**config.mk**
```make
export PLATFORM = sky130hd
export DESIGN_NAME = w5fr_div
export DESIGN_NICKNAME = d
export VERILOG_FILES = /design/src/design/w5fr_pkg.sv /design/src/design/w5fr_div.sv
export SDC_FILE = /design/constraint.sdc
export NUM_CORES = 2
export LEC_CHECK = 0
export BUFFER_PORTS_ARGS = -buffer_cell sky130_fd_sc_hd__buf_2
export CORE_MARGIN = 4
export CORE_UTILIZATION = 65
export CTS_BUF_LIST = sky130_fd_sc_hd__clkbuf_16
export CTS_CLUSTER_DIAMETER = 150
export DETAILED_ROUTE_END_ITERATION = 8
export PLACE_DENSITY = 0.92
export SKIP_LAST_GASP = 1
export SLEW_MARGIN = 20
export SYNTH_ARGS = -nofsm -noshare
export SYNTH_HDL_FRONTEND = slang
export SYNTH_SLANG_ARGS = --single-unit
```
**constraint.sdc**
```tcl
create_clock -name clk_i -period 5.7 [get_ports clk_i]
set_input_delay 1.14 -clock clk_i [delete_from_list [all_inputs] [get_ports clk_i]]
set_output_delay 1.14 -clock clk_i [all_outputs]
set_load 0.02 [all_outputs]
```
**src/design/w5fr_pkg.sv**
```systemverilog
// Shared widths, constants, types and helper functions for the WENO5 face reconstruction.
`default_nettype none

package w5fr_pkg;

  localparam int DATA_W = 32;  // Q12.20 cell values and results
  localparam int EPS_W  = 20;  // smoothness offset register
  localparam int MAG_W  = 35;  // magnitude of a stencil difference
  localparam int SQ_W   = 49;  // floor(x*x / 2^20)
  localparam int S_W    = 48;  // offset smoothness indicator
  localparam int DIV_W  = 46;  // divider operand width after normalising
  localparam int QUO_W  = 25;  // quotient bits, floor(n * 2^24 / d) for n <= d
  localparam int WBITS  = 24;  // weight fraction bits
  localparam int RBITS  = 16;  // ratio fraction bits
  localparam int T_W    = RBITS + 1;
  localparam int A_W    = 36;  // raw weights and their sum
  localparam int N_W    = 37;  // candidate numerators

  // floor(x/3) = H*(2^24-1)/3 + floor((H+L)/3) for x = H*2^24 + L
  localparam logic [22:0] DIV3_HI_MUL = 23'd5592405;
  localparam logic [31:0] DIV3_RECIP  = 32'hAAAAAAAB;

  typedef struct packed {
    logic                  zero;
    logic signed [N_W-1:0] n1;
    logic signed [N_W-1:0] n2;
    logic signed [N_W-1:0] n3;
  } side_t;

  // floor(x/3) for x < 2^25
  function automatic logic [23:0] div3_fold(input logic [24:0] x);
    logic [56:0] p;
    p = 57'(x) * 57'(DIV3_RECIP);
    return p[56:33];
  endfunction

endpackage

`default_nettype wire

```
**src/design/w5fr_div.sv**
```systemverilog
// Pipelined restoring divider: floor(num * 2^24 / den) for num <= den, one bit per stage.
`default_nettype none

module w5fr_div import w5fr_pkg::*; (
  input  logic             clk_i,
  input  logic             en_i,
  input  logic [DIV_W-1:0] num_i,
  input  logic [DIV_W-1:0] den_i,
  output logic [QUO_W-1:0] quo_o
);

  logic [DIV_W-1:0] rem_q [QUO_W];
  logic [DIV_W-1:0] den_q [QUO_W];
  logic [QUO_W-1:0] quo_q [QUO_W];

  for (genvar k = 0; k < QUO_W; k++) begin : g_stage
    logic [DIV_W:0]   rem_in;
    logic [DIV_W-1:0] den_in;
    logic [QUO_W-1:0] quo_in;
    logic [DIV_W:0]   diff;
    logic             ge;

    if (k == 0) begin : g_first
      // num <= den, so the top quotient bit is set only on equality
      assign rem_in = {1'b0, num_i};
      assign den_in = den_i;
      assign quo_in = '0;
    end else begin : g_next
      assign rem_in = {rem_q[k-1], 1'b0};
      assign den_in = den_q[k-1];
      assign quo_in = quo_q[k-1];
    end

    assign diff = rem_in - {1'b0, den_in};
    assign ge   = rem_in >= {1'b0, den_in};

    always_ff @(posedge clk_i) begin
      if (en_i) begin
        rem_q[k] <= ge ? diff[DIV_W-1:0] : rem_in[DIV_W-1:0];
        den_q[k] <= den_in;
        quo_q[k] <= {quo_in[QUO_W-2:0], ge};
      end
    end
  end

  assign quo_o = quo_q[QUO_W-1];

endmodule

`default_nettype wire

```
==> results by group <==
Floorplan
  – Die height: 492 microns
  – Core ar.: 233000 sq um
  – Die width: 492 microns
  – Die area: between 200000 and 250000 sq um
  – Site row count: approximately 180
  – I/O pin count: 119
  – Starting Density: 65.4%

Synthesis
  – Asr flop ratio synth: 0%
  – Gate Count Post-Synth: 14300
  – Number of synthesized flops with an enable pin: approximately 2500
  – Biggest area consumer among synthesized cells: edfxtp_1
  – Unique masters post-synth: between 90 and 100
  – Mean Syn Cell Area: 10.6 sq um
  – Yosys top cell area share: 49.9%
  – Synth Flop Type: edfxtp_1
  – Area contributors post-synth: edfxtp_1, ha_1, a21oi_1
  – Post-synthesis sequential area ratio: about half
  – Number of synthesized register bits: 2533
  – Ys Warns: 0
  – Syn Nets: 15600
  – Mapped Area: 152000 sq um

STA
  – RSZ-0062 raised after global routing: false
  – Tightest Pin Transition: 1.27 ns
  – Final Critical Period: 5.03 ns
  – Post-route setup TNS: 0 ns
  – Final Cycle Share: 88.3%
  – Max-slew violation count: 0
  – Hold Fails Final Rpt: 0
  – Fmax: ~200 MHz
  – Clk_skew: about 0.043 ns
  – Setup violators final: 0
  – Worst slew margin: 14.9%

Critical path
  – Crit end category: register
  – Worst path arrival time: 5.67 ns
  – WP data required: around 6.3 ns
  – Worst Setup SP: rem_q[2][1]
  – R2R Path Start: rem_q[2][1]
  – Setup CP Type: reg -> reg
  – Startpoint types: register
  – Worst Path Max Fanout: 78

Layout
  – Multi-input logic area: 69200 sq um
  – Commonest non-fill, non-tap cell in the layout: edfxtp_1
  – Layout cell share with drive strength beyond 1: 7.87%
  – Most frequent cells in the layout: edfxtp_1, inv_1, a21oi_1
  – Final Instance Area: 165000 sq um
  – Area grow syn2layout: 8.59%
  – Fillcell total: 15700
  – Final #Nets: ~16000
  – FF+latch area: 76100 sq um

Routing
  – Wire per inst: around 20 microns
  – DR iter-0 viols: 7731
  – DRC viols: 0
  – Drt first pass iters: 9
  – Wirelength, routed: 356000 microns
  – Vias/cell: 6.22
  – ANT nets after route: 0
  – Vias: ~110k

Clocking
  – H-tree depth: 5
  – # Post-CTS Setup Buffers: 0
  – Clock-pin slew on the worst setup and hold paths: about 0.060 ns
  – Clk sinks: 2533
  – CTS resizes: 0
  – CTS max path bufs: 4
  – CTS tree: done
  – Root Buffer: clkbuf_16
  – Clock latency on the worst-skew pair: 0.92 ns
  – Num CTS Buffers: 287
  – Hold Buf Count CTS: 0

Pwr
  – Leak: 0.0692 uW
  – Max rail drop VDD: 0.391 mV
  – Cell Pwr Density: 593 nW/um^2

Hold path
  – Hold Path Class: reg -> reg
  – Hold Startpoint: quo_q[0][260]

GRT
  – Grt total ovfl: 0
  – Vias in the first global route: 113000
  – Global-route wire length before repair: about 560000 microns
  – Initial antenna violation count: 4
  – Pin count of the biggest net entering global routing: 151
  – Gr usage total: between 20 and 30%

Flow run
  – Total of max-cap violations: 0

Place
  – Routability congestion estimate from global placement: 1.02
  – HPWL Detailed: 266000 microns
  – Placed Area: ~160000 sq um
  – I/O Buffers: around 120

Status
  – Outcome: complete, no violations
## registers in the layout (all words and copies together), names as in the netlist
| signal | count |
|---|---|
| den_q | 1104 |
| quo_q | 325 |
| rem_q | 1104 |
## critical path, stage by stage, from the launching register on
cell and delay, ns:
edfxtp_1 0.42, ha_1 0.54, nor2_1 0.19, a211oi_1 0.10
o41ai_1 0.60, o21ai_1 0.36, a21oi_1 0.47, o21ai_1 0.26
a311oi_1 0.64, o31ai_1 0.24, a21oi_4 0.19, buf_12 0.28
mux2_2 0.39
## path summary, 6_finish.rpt
check | to | slack (ns) | depth (start not counted)
min | quo_q[0][286] | 0.39 | 0
max reg2reg | rem_q[2][57] | 0.67 | 12
max | rem_q[2][57] | 0.67 | 12
min reg2reg | quo_q[0][286] | 0.39 | 0
## logic make-up (layout without fill, tap and decap cells)
| kind of cell | Yosys count | count (layout) | share of synthesized area (%) |
|---|---|---|---|
| adder cells (fa/ha/maj) | 1173 | 1173 | 9.75 |
| XOR/XNOR | 997 | 997 | 5.73 |
| other | 0 | 9 | 0 |
| buffers and inverters | 1876 | 2163 | 4.75 |
| flip-flops | 2533 | 2533 | 49.9 |
| AO/OA/AOI/OAI | 4227 | 4227 | 17.3 |
| AND/OR/NAND/NOR | 3109 | 3109 | 9.59 |
| multiplexers | 396 | 396 | 2.92 |
## where the power goes
part	internal (uW)	switching, uW
sequential	28300	2770
clock	10300	7220
combinational	20700	28900
## per-stage QoR
step | cells | setup WS, ns | hold slack [ns] | total power (uW) | util [%]
final | 17700 | 0.666 | 0.387 | 98100 | 71.0
after global routing | 17700 | 0.533 | 0.384 | 104000 | 71.0
after CTS | 17700 | 0.695 | 0.366 | 97400 | 71.0
after detailed placement | 17200 | 0.482 | 0.405 | 79400 | 67.2
after global placement | 17200 | 0.520 | 0.400 | 77700 | 67.2
after floorplan | 14300 | 1.21 | 0.400 | 67300 | -
## area by class of cell
class                           instances  area share (%)
Clock buffer                          296            4.48
Inverter                             1426            3.24
Antenna cell                            9          0.0136
Timing Repair Buffer                  246            1.22
Multi-Input combinational cell       9902            41.9
Sequential cell                      2533            46.0
Clock inverter                        195           0.858
Tap cell                             3132            2.37
## cells in the mapped netlist (113+ instances only)
| library cell | n |
|---|---|
| o21a_1 | 125 |
| nor2_1 | 753 |
| nor2b_1 | 116 |
| ha_1 | 1149 |
| mux2_2 | 381 |
| xor2_1 | 414 |
| a31oi_1 | 145 |
| clkbuf_1 | 344 |
| edfxtp_1 | 2533 |
| nand3_1 | 257 |
| a21oi_1 | 1378 |
| nor3_1 | 113 |
| o21ai_0 | 964 |
| o21bai_1 | 150 |
| inv_1 | 1425 |
| nand2_1 | 1107 |
| and3_1 | 156 |
| a21o_1 | 723 |
| nand4_1 | 193 |
| xnor2_1 | 583 |
## routing by layer
| metal | up-vias | part of all wire, % | GRT usage, % |
|---|---|---|---|
| li1 | 52600 | - | - |
| met1 | 52300 | 32 | 25.5 |
| met2 | 3923 | 54 | 55.9 |
| met3 | 1496 | 3.7 | 3.13 |
| met4 | 0 | 10 | 24.9 |
| met5 | - | 0 | 0 |
Power figures use the tool's default switching activity.
